===== src/hw/rtl/assert_macros.svh =====
// ----------------------------------------------------------------------------
// Assertion macros
// Shared concurrent assertion wrappers; define NO_ASSERTIONS to compile out.
// ----------------------------------------------------------------------------
`ifndef ASSERT_MACROS_SVH
`define ASSERT_MACROS_SVH

`ifndef NO_ASSERTIONS

// Check a property at every clock edge outside reset.
`define ASSERT_ALWAYS(lbl, clk, rst, prop, msg) \
  lbl: assert property (@(posedge clk) disable iff (rst) (prop)) else $error(msg);

// Check that a condition in one cycle is followed by another in the next.
`define ASSERT_NEXT(lbl, clk, rst, ante, cons, msg) \
  lbl: assert property (@(posedge clk) disable iff (rst) (ante) |=> (cons)) else $error(msg);

`else

`define ASSERT_ALWAYS(lbl, clk, rst, prop, msg)
`define ASSERT_NEXT(lbl, clk, rst, ante, cons, msg)

`endif

`endif


===== src/hw/rtl/kcrb_pkg.sv =====
// ----------------------------------------------------------------------------
// kcrb_pkg
// Constants, types and HID code tables of the keyboard change-report builder.
// ----------------------------------------------------------------------------
package kcrb_pkg;

  localparam int KEY_COUNT    = 256;
  localparam int REPORT_SLOTS = 6;
  localparam int OUT_SLOTS    = 6;

  localparam int KEY_AW  = (KEY_COUNT > 1) ? $clog2(KEY_COUNT) : 1;
  localparam int FILL_W  = $clog2(REPORT_SLOTS + 1);

  localparam int CFG_IDX_W  = 2;
  localparam int CFG_DATA_W = 8;

  // Register indexes
  localparam logic [CFG_IDX_W-1:0] CFG_LAYOUT = 2'd0;
  localparam logic [CFG_IDX_W-1:0] CFG_ENABLE = 2'd1;

  // Layout codes
  localparam logic LAYOUT_QWERTY = 1'b0;
  localparam logic LAYOUT_AZERTY = 1'b1;

  typedef logic [7:0] hid_code_t;

  typedef struct packed {
    logic              en;
    logic [KEY_AW-1:0] addr;
  } key_rd_t;

  typedef struct packed {
    logic              en;
    logic [KEY_AW-1:0] addr;
    logic              level;
  } key_wr_t;

  typedef struct packed {
    logic [7:0] key_index;
    logic       key_down;
    logic [7:0] modifier_bits;
    logic       scan_last;
  } key_item_t;

  localparam hid_code_t QWERTY_ROM [256] = '{
    8'h00,8'h00,8'h00,8'h00,8'h00,8'h00,8'h00,8'h00,8'h2A,8'h2B,8'h00,8'h00,8'h00,8'h28,8'h00,8'h00,
    8'h00,8'h00,8'h00,8'h48,8'h39,8'h00,8'h00,8'h00,8'h00,8'h00,8'h00,8'h29,8'h00,8'h00,8'h00,8'h00,
    8'h2C,8'h4B,8'h4E,8'h4D,8'h4A,8'h50,8'h52,8'h4F,8'h51,8'h00,8'h00,8'h00,8'h46,8'h49,8'h4C,8'h00,
    8'h27,8'h1E,8'h1F,8'h20,8'h21,8'h22,8'h23,8'h24,8'h25,8'h26,8'h00,8'h00,8'h00,8'h00,8'h00,8'h00,
    8'h00,8'h04,8'h05,8'h06,8'h07,8'h08,8'h09,8'h0A,8'h0B,8'h0C,8'h0D,8'h0E,8'h0F,8'h10,8'h11,8'h12,
    8'h13,8'h14,8'h15,8'h16,8'h17,8'h18,8'h19,8'h1A,8'h1B,8'h1C,8'h1D,8'h00,8'h00,8'h00,8'h00,8'h00,
    8'h62,8'h59,8'h5A,8'h5B,8'h5C,8'h5D,8'h5E,8'h5F,8'h60,8'h61,8'h55,8'h57,8'h00,8'h56,8'h63,8'h54,
    8'h3A,8'h3B,8'h3C,8'h3D,8'h3E,8'h3F,8'h40,8'h41,8'h42,8'h43,8'h44,8'h45,8'h00,8'h00,8'h00,8'h00,
    8'h00,8'h00,8'h00,8'h00,8'h00,8'h00,8'h00,8'h00,8'h00,8'h00,8'h00,8'h00,8'h00,8'h00,8'h00,8'h00,
    8'h53,8'h47,8'h00,8'h00,8'h00,8'h00,8'h00,8'h00,8'h00,8'h00,8'h00,8'h00,8'h00,8'h00,8'h00,8'h00,
    8'h00,8'h00,8'h00,8'h00,8'h00,8'h00,8'h00,8'h00,8'h00,8'h00,8'h00,8'h00,8'h00,8'h00,8'h00,8'h00,
    8'h00,8'h00,8'h00,8'h00,8'h00,8'h00,8'h00,8'h00,8'h00,8'h00,8'h33,8'h2E,8'h36,8'h2D,8'h37,8'h38,
    8'h35,8'h00,8'h00,8'h00,8'h00,8'h00,8'h00,8'h00,8'h00,8'h00,8'h00,8'h00,8'h00,8'h00,8'h00,8'h00,
    8'h00,8'h00,8'h00,8'h00,8'h00,8'h00,8'h00,8'h00,8'h00,8'h00,8'h00,8'h2F,8'h32,8'h30,8'h34,8'h00,
    8'h00,8'h00,8'h00,8'h00,8'h00,8'h00,8'h00,8'h00,8'h00,8'h00,8'h00,8'h00,8'h00,8'h00,8'h00,8'h00,
    8'h00,8'h00,8'h00,8'h00,8'h00,8'h00,8'h00,8'h00,8'h00,8'h00,8'h00,8'h00,8'h00,8'h00,8'h00,8'h00
  };

  localparam hid_code_t AZERTY_ROM [256] = '{
    8'h00,8'h00,8'h00,8'h00,8'h00,8'h00,8'h00,8'h00,8'h2A,8'h2B,8'h00,8'h00,8'h00,8'h28,8'h00,8'h00,
    8'h00,8'h00,8'h00,8'h48,8'h39,8'h00,8'h00,8'h00,8'h00,8'h00,8'h00,8'h29,8'h00,8'h00,8'h00,8'h00,
    8'h2C,8'h4B,8'h4E,8'h4D,8'h4A,8'h50,8'h52,8'h4F,8'h51,8'h00,8'h00,8'h00,8'h46,8'h49,8'h4C,8'h00,
    8'h27,8'h1E,8'h1F,8'h20,8'h21,8'h22,8'h23,8'h24,8'h25,8'h26,8'h00,8'h00,8'h00,8'h00,8'h00,8'h00,
    8'h00,8'h14,8'h05,8'h06,8'h07,8'h08,8'h09,8'h0A,8'h0B,8'h0C,8'h0D,8'h0E,8'h0F,8'h33,8'h11,8'h12,
    8'h13,8'h04,8'h15,8'h16,8'h17,8'h18,8'h19,8'h1D,8'h1B,8'h1C,8'h1A,8'h00,8'h00,8'h00,8'h00,8'h00,
    8'h62,8'h59,8'h5A,8'h5B,8'h5C,8'h5D,8'h5E,8'h5F,8'h60,8'h61,8'h55,8'h57,8'h00,8'h56,8'h63,8'h54,
    8'h3A,8'h3B,8'h3C,8'h3D,8'h3E,8'h3F,8'h40,8'h41,8'h42,8'h43,8'h44,8'h45,8'h00,8'h00,8'h00,8'h00,
    8'h00,8'h00,8'h00,8'h00,8'h00,8'h00,8'h00,8'h00,8'h00,8'h00,8'h00,8'h00,8'h00,8'h00,8'h00,8'h00,
    8'h53,8'h47,8'h00,8'h00,8'h00,8'h00,8'h00,8'h00,8'h00,8'h00,8'h00,8'h00,8'h00,8'h00,8'h00,8'h00,
    8'h00,8'h00,8'h00,8'h00,8'h00,8'h00,8'h00,8'h00,8'h00,8'h00,8'h00,8'h00,8'h00,8'h00,8'h00,8'h00,
    8'h00,8'h00,8'h00,8'h00,8'h00,8'h00,8'h00,8'h00,8'h00,8'h00,8'h30,8'h2E,8'h10,8'h00,8'h36,8'h37,
    8'h34,8'h00,8'h00,8'h00,8'h00,8'h00,8'h00,8'h00,8'h00,8'h00,8'h00,8'h00,8'h00,8'h00,8'h00,8'h00,
    8'h00,8'h00,8'h00,8'h00,8'h00,8'h00,8'h00,8'h00,8'h00,8'h00,8'h00,8'h2D,8'h32,8'h2F,8'h00,8'h38,
    8'h00,8'h00,8'h00,8'h00,8'h00,8'h00,8'h00,8'h00,8'h00,8'h00,8'h00,8'h00,8'h00,8'h00,8'h00,8'h00,
    8'h00,8'h00,8'h00,8'h00,8'h00,8'h00,8'h00,8'h00,8'h00,8'h00,8'h00,8'h00,8'h00,8'h00,8'h00,8'h00
  };

  function automatic hid_code_t hid_lookup(input logic layout, input logic [7:0] idx);
    hid_code_t code;
    if (layout == LAYOUT_AZERTY) begin
      code = AZERTY_ROM[idx];
    end else begin
      code = QWERTY_ROM[idx];
    end
    return code;
  endfunction

endpackage


===== src/hw/rtl/kcrb_ifs.sv =====
// ----------------------------------------------------------------------------
// kcrb channel interfaces
// Key sample, report and configuration write channels (valid/ready).
// ----------------------------------------------------------------------------
interface kcrb_key_if;
  logic       valid;
  logic       ready;
  logic [7:0] key_index;
  logic       key_down;
  logic [7:0] modifier_bits;
  logic       scan_last;

  modport source (output valid, key_index, key_down, modifier_bits, scan_last,
                  input ready);
  modport sink   (input valid, key_index, key_down, modifier_bits, scan_last,
                  output ready);
endinterface

interface kcrb_report_if;
  logic       valid;
  logic       ready;
  logic [7:0] report_modifiers;
  logic [7:0] slot0_code;
  logic [7:0] slot1_code;
  logic [7:0] slot2_code;
  logic [7:0] slot3_code;
  logic [7:0] slot4_code;
  logic [7:0] slot5_code;

  modport source (output valid, report_modifiers, slot0_code, slot1_code, slot2_code,
                         slot3_code, slot4_code, slot5_code,
                  input ready);
  modport sink   (input valid, report_modifiers, slot0_code, slot1_code, slot2_code,
                        slot3_code, slot4_code, slot5_code,
                  output ready);
endinterface

interface kcrb_cfg_if;
  logic                             valid;
  logic                             ready;
  logic [kcrb_pkg::CFG_IDX_W-1:0]   index;
  logic [kcrb_pkg::CFG_DATA_W-1:0]  data;

  modport source (output valid, index, data, input ready);
  modport sink   (input valid, index, data, output ready);
endinterface


===== src/hw/rtl/kcrb_ram.sv =====
// ----------------------------------------------------------------------------
// kcrb_ram
// Generic single-write, single-read RAM with registered read data.
// ----------------------------------------------------------------------------
module kcrb_ram #(
  parameter int WIDTH = 1,
  parameter int DEPTH = 256
) (
  input  logic                                   clk,
  input  logic                                   we,
  input  logic [(DEPTH > 1 ? $clog2(DEPTH) : 1)-1:0] waddr,
  input  logic [WIDTH-1:0]                       wdata,
  input  logic                                   re,
  input  logic [(DEPTH > 1 ? $clog2(DEPTH) : 1)-1:0] raddr,
  output logic [WIDTH-1:0]                       rdata
);

  logic [WIDTH-1:0] mem [DEPTH];

  always_ff @(posedge clk) begin
    if (we) begin
      mem[waddr] <= wdata;
    end
    if (re) begin
      rdata <= mem[raddr];
    end
  end

endmodule


===== src/hw/rtl/kcrb_key_state.sv =====
// ----------------------------------------------------------------------------
// kcrb_key_state
// Remembered key levels: RAM plus per-key valid bits, with write bypass.
// ----------------------------------------------------------------------------
module kcrb_key_state (
  input  logic              clk,
  input  logic              rst,
  input  kcrb_pkg::key_rd_t rd,
  input  kcrb_pkg::key_wr_t wr,
  output logic              prior
);

  logic [kcrb_pkg::KEY_COUNT-1:0] key_vld;
  logic                           ram_level;
  logic                           rd_vld;
  logic                           byp;
  logic                           byp_level;

  kcrb_ram #(
    .WIDTH (1),
    .DEPTH (kcrb_pkg::KEY_COUNT)
  ) u_ram (
    .clk   (clk),
    .we    (wr.en),
    .waddr (wr.addr),
    .wdata (wr.level),
    .re    (rd.en),
    .raddr (rd.addr),
    .rdata (ram_level)
  );

  // Unwritten keys read as released.
  always_ff @(posedge clk) begin
    if (rst) begin
      key_vld <= '0;
    end else if (wr.en) begin
      key_vld[wr.addr] <= 1'b1;
    end
  end

  // Forward a write landing on the same edge as the read.
  always_ff @(posedge clk) begin
    if (rd.en) begin
      rd_vld    <= key_vld[rd.addr];
      byp       <= wr.en && (wr.addr == rd.addr);
      byp_level <= wr.level;
    end
  end

  assign prior = byp ? byp_level : (rd_vld & ram_level);

endmodule


===== src/hw/rtl/kcrb_report.sv =====
// ----------------------------------------------------------------------------
// kcrb_report
// Per-sample scan logic, slot filling and the registered report output.
// ----------------------------------------------------------------------------
`include "assert_macros.svh"

module kcrb_report (
  input  logic                  clk,
  input  logic                  rst,
  input  logic                  s1_valid,
  input  kcrb_pkg::key_item_t   s1_item,
  input  logic                  prior,
  input  logic                  layout,
  input  logic                  enable,
  output logic                  s1_adv,
  output kcrb_pkg::key_wr_t     wr,
  kcrb_report_if.source         rpt
);

  localparam int RS = kcrb_pkg::REPORT_SLOTS;
  localparam int FW = kcrb_pkg::FILL_W;

  kcrb_pkg::hid_code_t slots [RS];
  kcrb_pkg::hid_code_t slots_next [RS];
  logic [FW-1:0]       filled;
  logic [FW-1:0]       filled_inc;
  logic                event_seen;
  logic                event_next;
  logic                slots_full;
  logic [7:0]          prior_mods;

  kcrb_pkg::hid_code_t code;
  logic                key_act;
  logic                in_range;
  logic                key_ok;
  logic                press;
  logic                release_key;
  logic                fill_last;
  logic                mods_chg;
  logic                emit;

  logic                out_vld;
  logic [7:0]          out_mods;
  kcrb_pkg::hid_code_t out_codes [kcrb_pkg::OUT_SLOTS];
  kcrb_pkg::hid_code_t out_codes_next [kcrb_pkg::OUT_SLOTS];

  assign code        = kcrb_pkg::hid_lookup(layout, s1_item.key_index);
  assign key_act     = s1_valid && enable;
  assign in_range    = ({1'b0, s1_item.key_index} < 9'(kcrb_pkg::KEY_COUNT));
  assign key_ok      = key_act && !slots_full && in_range && (s1_item.key_down != prior);
  assign press       = key_ok && s1_item.key_down && (code != 8'h00);
  assign release_key = key_ok && !s1_item.key_down;
  assign filled_inc  = filled + FW'(1);
  assign fill_last   = press && (filled_inc >= FW'(RS));
  assign mods_chg    = key_act && s1_item.scan_last && (s1_item.modifier_bits != prior_mods);
  assign event_next  = event_seen || press || release_key;
  assign emit        = key_act && s1_item.scan_last && (event_next || mods_chg);

  assign s1_adv = s1_valid && (!emit || !out_vld || rpt.ready);

  // The press that fills the last slot is left unremembered.
  assign wr.en    = s1_adv && (release_key || (press && !fill_last));
  assign wr.addr  = s1_item.key_index[kcrb_pkg::KEY_AW-1:0];
  assign wr.level = s1_item.key_down;

  always_comb begin
    for (int j = 0; j < RS; j++) begin
      slots_next[j] = (press && (filled == FW'(j))) ? code : slots[j];
    end
  end

  for (genvar g = 0; g < kcrb_pkg::OUT_SLOTS; g++) begin : g_out
    if (g < RS) begin : g_used
      assign out_codes_next[g] = slots_next[g];
    end else begin : g_unused
      assign out_codes_next[g] = 8'h00;
    end
  end

  always_ff @(posedge clk) begin
    if (rst) begin
      filled     <= '0;
      event_seen <= 1'b0;
      slots_full <= 1'b0;
      prior_mods <= 8'h00;
      for (int j = 0; j < RS; j++) begin
        slots[j] <= 8'h00;
      end
    end else if (s1_adv && key_act) begin
      if (s1_item.scan_last) begin
        filled     <= '0;
        event_seen <= 1'b0;
        slots_full <= 1'b0;
        prior_mods <= s1_item.modifier_bits;
        for (int j = 0; j < RS; j++) begin
          slots[j] <= 8'h00;
        end
      end else begin
        filled     <= press ? filled_inc : filled;
        event_seen <= event_next;
        slots_full <= slots_full || fill_last;
        slots      <= slots_next;
      end
    end
  end

  always_ff @(posedge clk) begin
    if (rst) begin
      out_vld <= 1'b0;
    end else if (s1_adv && emit) begin
      out_vld <= 1'b1;
    end else if (rpt.ready) begin
      out_vld <= 1'b0;
    end
  end

  always_ff @(posedge clk) begin
    if (s1_adv && emit) begin
      out_mods  <= s1_item.modifier_bits;
      out_codes <= out_codes_next;
    end
  end

  assign rpt.valid            = out_vld;
  assign rpt.report_modifiers = out_mods;
  assign rpt.slot0_code       = out_codes[0];
  assign rpt.slot1_code       = out_codes[1];
  assign rpt.slot2_code       = out_codes[2];
  assign rpt.slot3_code       = out_codes[3];
  assign rpt.slot4_code       = out_codes[4];
  assign rpt.slot5_code       = out_codes[5];

  `ASSERT_ALWAYS(a_full_matches_count, clk, rst, slots_full == (filled == FW'(RS)), "full flag out of step with slot count")
  `ASSERT_ALWAYS(a_slots_imply_event, clk, rst, (filled == '0) || event_seen, "filled slots without an event")
  `ASSERT_NEXT(a_scan_end_clears, clk, rst, s1_adv && key_act && s1_item.scan_last, (filled == '0) && !event_seen && !slots_full, "scan state not cleared at scan end")

endmodule


===== src/hw/rtl/keyboard_change_report_builder.sv =====
// Path: an accepted key sample is held in the input stage register; its report, if any,
//   is registered onto report_out (one input register, one result register).
// Throughput: one key sample per cycle unless a held report stalls the stage; the
//   key-level RAM is read at accept, written at retire, same-address write forwarded.
// Reset: synchronous, active high; clears per-key valid bits at once (no RAM sweep),
//   scan state and modifiers; layout resets to QWERTY, enable to 1.
// ----------------------------------------------------------------------------
// keyboard_change_report_builder
// Builds HID boot-keyboard style change reports from per-key scan samples.
// ----------------------------------------------------------------------------
`include "assert_macros.svh"

module keyboard_change_report_builder (
  input  logic          clk,
  input  logic          rst,
  kcrb_key_if.sink      key_in,
  kcrb_report_if.source report_out,
  kcrb_cfg_if.sink      cfg
);

  // Configuration registers; the user must write them only while the block is idle (not enforced here).
  logic layout;
  logic enable;

  // Stage register holding the accepted sample while the RAM read completes.
  logic                s1_valid;
  kcrb_pkg::key_item_t s1_item;
  logic                s1_adv;

  logic                accept;
  kcrb_pkg::key_rd_t   rd;
  kcrb_pkg::key_wr_t   wr;
  logic                prior;

  // Take a new beat whenever the stage is empty or moving on this cycle.
  assign key_in.ready = !s1_valid || s1_adv;
  assign accept       = key_in.valid && key_in.ready;

  // Issue the remembered-level read with the incoming beat.
  assign rd.en   = accept;
  assign rd.addr = key_in.key_index[kcrb_pkg::KEY_AW-1:0];

  // Configuration writes are always accepted and registered.
  assign cfg.ready = 1'b1;

  always_ff @(posedge clk) begin
    if (rst) begin
      layout <= kcrb_pkg::LAYOUT_QWERTY;
      enable <= 1'b1;
    end else if (cfg.valid) begin
      unique case (cfg.index)
        kcrb_pkg::CFG_LAYOUT: layout <= cfg.data[0];
        kcrb_pkg::CFG_ENABLE: enable <= cfg.data[0];
        default: ;
      endcase
    end
  end

  // Advance the stage: load on accept, drop when the sample retires.
  always_ff @(posedge clk) begin
    if (rst) begin
      s1_valid <= 1'b0;
    end else if (accept) begin
      s1_valid <= 1'b1;
    end else if (s1_adv) begin
      s1_valid <= 1'b0;
    end
  end

  always_ff @(posedge clk) begin
    if (accept) begin
      s1_item.key_index     <= key_in.key_index;
      s1_item.key_down      <= key_in.key_down;
      s1_item.modifier_bits <= key_in.modifier_bits;
      s1_item.scan_last     <= key_in.scan_last;
    end
  end

  kcrb_key_state u_key_state (
    .clk   (clk),
    .rst   (rst),
    .rd    (rd),
    .wr    (wr),
    .prior (prior)
  );

  // Compare, map, fill slots and hold the finished report until taken.
  kcrb_report u_report (
    .clk      (clk),
    .rst      (rst),
    .s1_valid (s1_valid),
    .s1_item  (s1_item),
    .prior    (prior),
    .layout   (layout),
    .enable   (enable),
    .s1_adv   (s1_adv),
    .wr       (wr),
    .rpt      (report_out)
  );

  `ASSERT_NEXT(a_stall_holds_stage, clk, rst, s1_valid && !s1_adv, s1_valid && $stable(s1_item), "stalled beat lost")

endmodule

===== src/flat_wrapper.sv =====
// flat-port wrapper written by rule: the top's interface ports become plain ports
module keyboard_change_report_builder_flat 
  (clk, rst, key_in_valid, key_in_key_index, key_in_key_down, key_in_modifier_bits, key_in_scan_last, key_in_ready, report_out_valid, report_out_report_modifiers, report_out_slot0_code, report_out_slot1_code, report_out_slot2_code, report_out_slot3_code, report_out_slot4_code, report_out_slot5_code, report_out_ready, cfg_valid, cfg_index, cfg_data, cfg_ready);
  kcrb_key_if key_in_i ();
  kcrb_report_if report_out_i ();
  kcrb_cfg_if cfg_i ();
  input  logic clk;
  input  logic rst;
  input wire logic [$bits(key_in_i.valid)-1:0] key_in_valid;
  input wire logic [$bits(key_in_i.key_index)-1:0] key_in_key_index;
  input wire logic [$bits(key_in_i.key_down)-1:0] key_in_key_down;
  input wire logic [$bits(key_in_i.modifier_bits)-1:0] key_in_modifier_bits;
  input wire logic [$bits(key_in_i.scan_last)-1:0] key_in_scan_last;
  output wire logic [$bits(key_in_i.ready)-1:0] key_in_ready;
  output wire logic [$bits(report_out_i.valid)-1:0] report_out_valid;
  output wire logic [$bits(report_out_i.report_modifiers)-1:0] report_out_report_modifiers;
  output wire logic [$bits(report_out_i.slot0_code)-1:0] report_out_slot0_code;
  output wire logic [$bits(report_out_i.slot1_code)-1:0] report_out_slot1_code;
  output wire logic [$bits(report_out_i.slot2_code)-1:0] report_out_slot2_code;
  output wire logic [$bits(report_out_i.slot3_code)-1:0] report_out_slot3_code;
  output wire logic [$bits(report_out_i.slot4_code)-1:0] report_out_slot4_code;
  output wire logic [$bits(report_out_i.slot5_code)-1:0] report_out_slot5_code;
  input wire logic [$bits(report_out_i.ready)-1:0] report_out_ready;
  input wire logic [$bits(cfg_i.valid)-1:0] cfg_valid;
  input wire logic [$bits(cfg_i.index)-1:0] cfg_index;
  input wire logic [$bits(cfg_i.data)-1:0] cfg_data;
  output wire logic [$bits(cfg_i.ready)-1:0] cfg_ready;
  assign key_in_i.valid = key_in_valid;
  assign key_in_i.key_index = key_in_key_index;
  assign key_in_i.key_down = key_in_key_down;
  assign key_in_i.modifier_bits = key_in_modifier_bits;
  assign key_in_i.scan_last = key_in_scan_last;
  assign key_in_ready = key_in_i.ready;
  assign report_out_valid = report_out_i.valid;
  assign report_out_report_modifiers = report_out_i.report_modifiers;
  assign report_out_slot0_code = report_out_i.slot0_code;
  assign report_out_slot1_code = report_out_i.slot1_code;
  assign report_out_slot2_code = report_out_i.slot2_code;
  assign report_out_slot3_code = report_out_i.slot3_code;
  assign report_out_slot4_code = report_out_i.slot4_code;
  assign report_out_slot5_code = report_out_i.slot5_code;
  assign report_out_i.ready = report_out_ready;
  assign cfg_i.valid = cfg_valid;
  assign cfg_i.index = cfg_index;
  assign cfg_i.data = cfg_data;
  assign cfg_ready = cfg_i.ready;
  keyboard_change_report_builder u_core (.clk(clk), .rst(rst), .key_in(key_in_i), .report_out(report_out_i), .cfg(cfg_i));
endmodule

===== config.mk =====
export PLATFORM = sky130hd
export DESIGN_NAME = keyboard_change_report_builder_flat
export DESIGN_NICKNAME = d
export VERILOG_FILES = /design/src/hw/rtl/kcrb_pkg.sv /design/src/hw/rtl/kcrb_ifs.sv /design/src/hw/rtl/kcrb_ram.sv /design/src/hw/rtl/kcrb_key_state.sv /design/src/hw/rtl/kcrb_report.sv /design/src/hw/rtl/keyboard_change_report_builder.sv /design/src/flat_wrapper.sv
export VERILOG_INCLUDE_DIRS = /design/src /design/src/hw/rtl
export SDC_FILE = /design/constraint.sdc
export NUM_CORES = 1
export LEC_CHECK = 0
export BUFFER_PORTS_ARGS = -buffer_cell sky130_fd_sc_hd__buf_2
export CORE_MARGIN = 2
export CORE_UTILIZATION = 50
export CTS_CLUSTER_SIZE = 20
export DETAILED_ROUTE_END_ITERATION = 6
export PLACE_DENSITY = 0.75
export SLEW_MARGIN = 20
export SYNTH_ARGS = -nofsm -noshare
export SYNTH_HDL_FRONTEND = slang
export SYNTH_SLANG_ARGS = --single-unit

===== constraint.sdc =====
create_clock -name clk -period 10.2 [get_ports clk]
set_clock_uncertainty 0.1 [all_clocks]
set_input_delay 1.02 -clock clk [delete_from_list [all_inputs] [get_ports clk]]
set_output_delay 1.02 -clock clk [all_outputs]
set_load 0.05 [all_outputs]

==> impl_metrics.ini <==
[outcome]
status = finished clean

[drt]
drt-met1-wl_mm = 30.29
drtAntennaViolNets = 0
route.met2.wl_mm = 36.88
post_drt_wl_per_cell_um = 25.32
highest_layer = met5
drtPass1Iterations = 6
wirelength_mm = 77.60
drc = 0
vias = 20079
met3_length_mm = 7.194
drtIter0Drc = 2390
avgViaCountPerCell = 6.551

[sta]
tightest_slew_ps = 1148
finalSetupTns_ps = 0
fin_crit_sh = 0.6852
fmax_mhz = 143.1
rsz0062_at_grt = false
finalCriticalPeriod_ps = 6989
slew_viol_final = 0
relSlewSlack = 0.2328
finalSetupViolations = 0
hold_viol = 0

[place]
place_area_mm2 = 0.02938
place_congestion = 0.9419
io_buffers = 83
detailed_place_hpwl_mm = 45.22

[critical_path]
crit_fanout = 17
max_stage_delay_ps = 910
crit_cells = 11
path_class = flop to output port
worst_path_max_delay_cell = nand2_1
rr_worst_depth = 13
critPathRequiredTime_ps = 9080
arrival_ps = 5870
end_kind = output port
cp.buffers_inverters = 3
crit_path_cell_trace = buf_4, inv_1, ha_1, nand2_1, o22ai_1, nor4_1, o2111a_1, or3b_1, nor2_1, a211o_1, buf_2
cpLargestDelayFamily = simple AND/OR/NAND/NOR gates
worst_setup_path_start_kind = flop

[floorplan]
die_x_um = 243.8
core.rowCount = 87
coreArea_mm2 = 0.05660
ioPinCount = 92
die_h_um = 243.8
dieArea_mm2 = 0.05942
initial_core_util = 0.5078

[cells_and_area]
drive_above_1_share = 0.1845
layout.nets = 2306
syn_to_final_growth_pct = 9.942
nFillCells = 4509
fin_area_mm2 = 0.03160
utilization = 0.5583
antenna_cells = 0

[yosys]
syn_avg_cell_area_um2 = 12.44
synth_nets = 2360
synth-edff-count = 334
ys_seq_elements = 655
synthCells = 2310
synthTopCellsByArea = edfxtp_1 (35%), dfxtp_1 (22%), mux4_2 (13%), o2bb2ai_1 (5.7%), nor2_1 (3.9%)
synth_top_family_by_area = multiplexers
synth.most_common_cell = edfxtp_1
synth-xor-area-share = 0.006399
yosys_warnings = 0
synth_top_flop_cell = edfxtp_1
synth_common_cells = edfxtp_1 (334), dfxtp_1 (321), nor2_1 (302)
synth_top_area_frac = 0.3489
synth_cell_types = 81
async_flop_share = 0
synth_adder_area_share = 0.007400
synthesis.area_mm2 = 0.02875
synth_compound_area_frac = 0.1225
yosys.area.top_type = edfxtp_1
yosys.area_share.simple = 0.1121
synth.area.mux_share = 0.1400
yosysSeqAreaShare = 0.5725

[min_path]
holdPathStages = 2
hp-class = flop to flop

[global_routing]
grt_pass1_wl_mm = 118.6
antenna_found_initial = 2
grt_pass1_vias = 19935
grt_usage = 0.2596
gr-total-overflow = 0
grt_max_degree = 265

[clock_network]
clkTransAtPathRegs_ps = 60
cts_resized = 0
htreeDepth = 3
cts_tree = yes
clk_latency_ps = 620
cts_setup_buffers = 0
clk_root_buffer_cell = clkbuf_16
cts_made_buffers = 67
clock_path_buffers = 3
cts.sink_count = 655
postCtsHoldBufs = 0

[run]
max_cap_viol_count = 0

[pwr]
combPwrFrac = 0.068
internal_power_uw = 4329
p_leak_uw = 0.01019
power.total_uw = 5645
peakVddDrop_mv = 0.1316
p_per_area_mw_per_mm2 = 178.6
p_switching_uw = 1316
p_sw_frac = 0.2331
pwr-share-seq = 0.494
p_clk_frac = 0.438
## layout by cell type (no fill, tap or decap), types with 21 or more instances in the layout
master / n
a21oi_1: 29
a31oi_1: 70
and3_1: 22
buf_2: 81
buf_4: 33
clkbuf_16: 70
dfxtp_1: 321
edfxtp_1: 334
inv_1: 21
mux4_2: 170
nand2_1: 149
nand3_1: 45
nor2_1: 301
nor4_1: 70
o21ai_0: 76
o2bb2ai_1: 188
## layer usage
layer,vias to the layer above,global-route usage
met2,1107,0.4130
li1,8713,-
met5,-,0
met4,4,0.1157
met3,217,0.05607
met1,10038,0.3436
## worst reg2reg max path: cells and delay by family (launching register included)
kind / cells / cell delay [ps]
DFF: 1 / 380
and+or+nand+nor: 5 / 2410
AOI/OAI and AO/OA: 3 / 1140
adders and majority gates: 1 / 620
buffers and inverters: 4 / 1610
## final cells by class
class	count	area [um^2]	area share
clock buffer	98	1957	0.06192
clock inverter	24	265.3	0.008393
timing repair buffer	116	688.2	0.02178
sequential	655	16460	0.5207
inverter	23	91.34	0.002890
multi-input combinational	1393	11200	0.3544
tap	756	945.9	0.02993
## kinds of logic (layout without fill, tap and decap cells)
family / after synthesis / in the layout
flops: 655 / 655
mux: 188 / 188
simple gates: 697 / 697
fa+ha+maj: 17 / 17
other cells: 1 / 1
xor+xnor: 21 / 21
compound gates: 469 / 469
buf+inv: 262 / 261
## through the flow
stage,hold slack [ps],setup slack (ps),std cells
floorplan,305.1,3023,2310
global placement,315.3,4032,2943
detailed placement,325.4,3899,2943
CTS,334.5,3350,3065
global route,370.8,3158,3065
finish,338.1,3211,3065
## worst paths after layout
| kind | from | end | slack [ps] |
|---|---|---|---|
| worst max-delay path | u_core.s1_item[11] | key_in_ready | 3210 |
| worst min-delay path | u_core.u_report.slots[23] | u_core.u_report.slots[23] | 340 |
| worst max register to register | u_core.s1_item[11] | u_core.u_key_state.u_ram.mem[141] | 3640 |
| worst min register to register | u_core.u_report.slots[23] | u_core.u_report.slots[23] | 340 |
## flip-flops by register name, indices dropped and copies added (netlist names), 8 cells and up
| signal | flops |
|---|---|
| u_core.u_report.rpt.slot3_code | 8 |
| u_core.u_report.rpt.slot0_code | 8 |
| u_core.u_key_state.u_ram.mem | 256 |
| u_core.s1_item | 18 |
| u_core.u_report.rpt.slot4_code | 8 |
| u_core.u_report.prior_mods | 8 |
| u_core.u_report.rpt.slot5_code | 8 |
| u_core.u_report.slots | 48 |
| u_core.u_report.rpt.slot2_code | 8 |
| u_core.u_report.rpt.report_modifiers | 8 |
| u_core.u_report.rpt.slot1_code | 8 |
| u_core.u_key_state.key_vld | 256 |
## power by group through the flow
| stage | registers [uW] | logic (uW) | clock network (uW) |
|---|---|---|---|
| after floorplan | 2870 | 239 | 0 |
| after global placement | 2840 | 372 | 0 |
| after detailed placement | 2840 | 377 | 0 |
| after CTS | 2790 | 378 | 2490 |
| after global routing | 2790 | 405 | 2590 |
| final | 2790 | 385 | 2470 |
(Power assumes the default switching activity.)
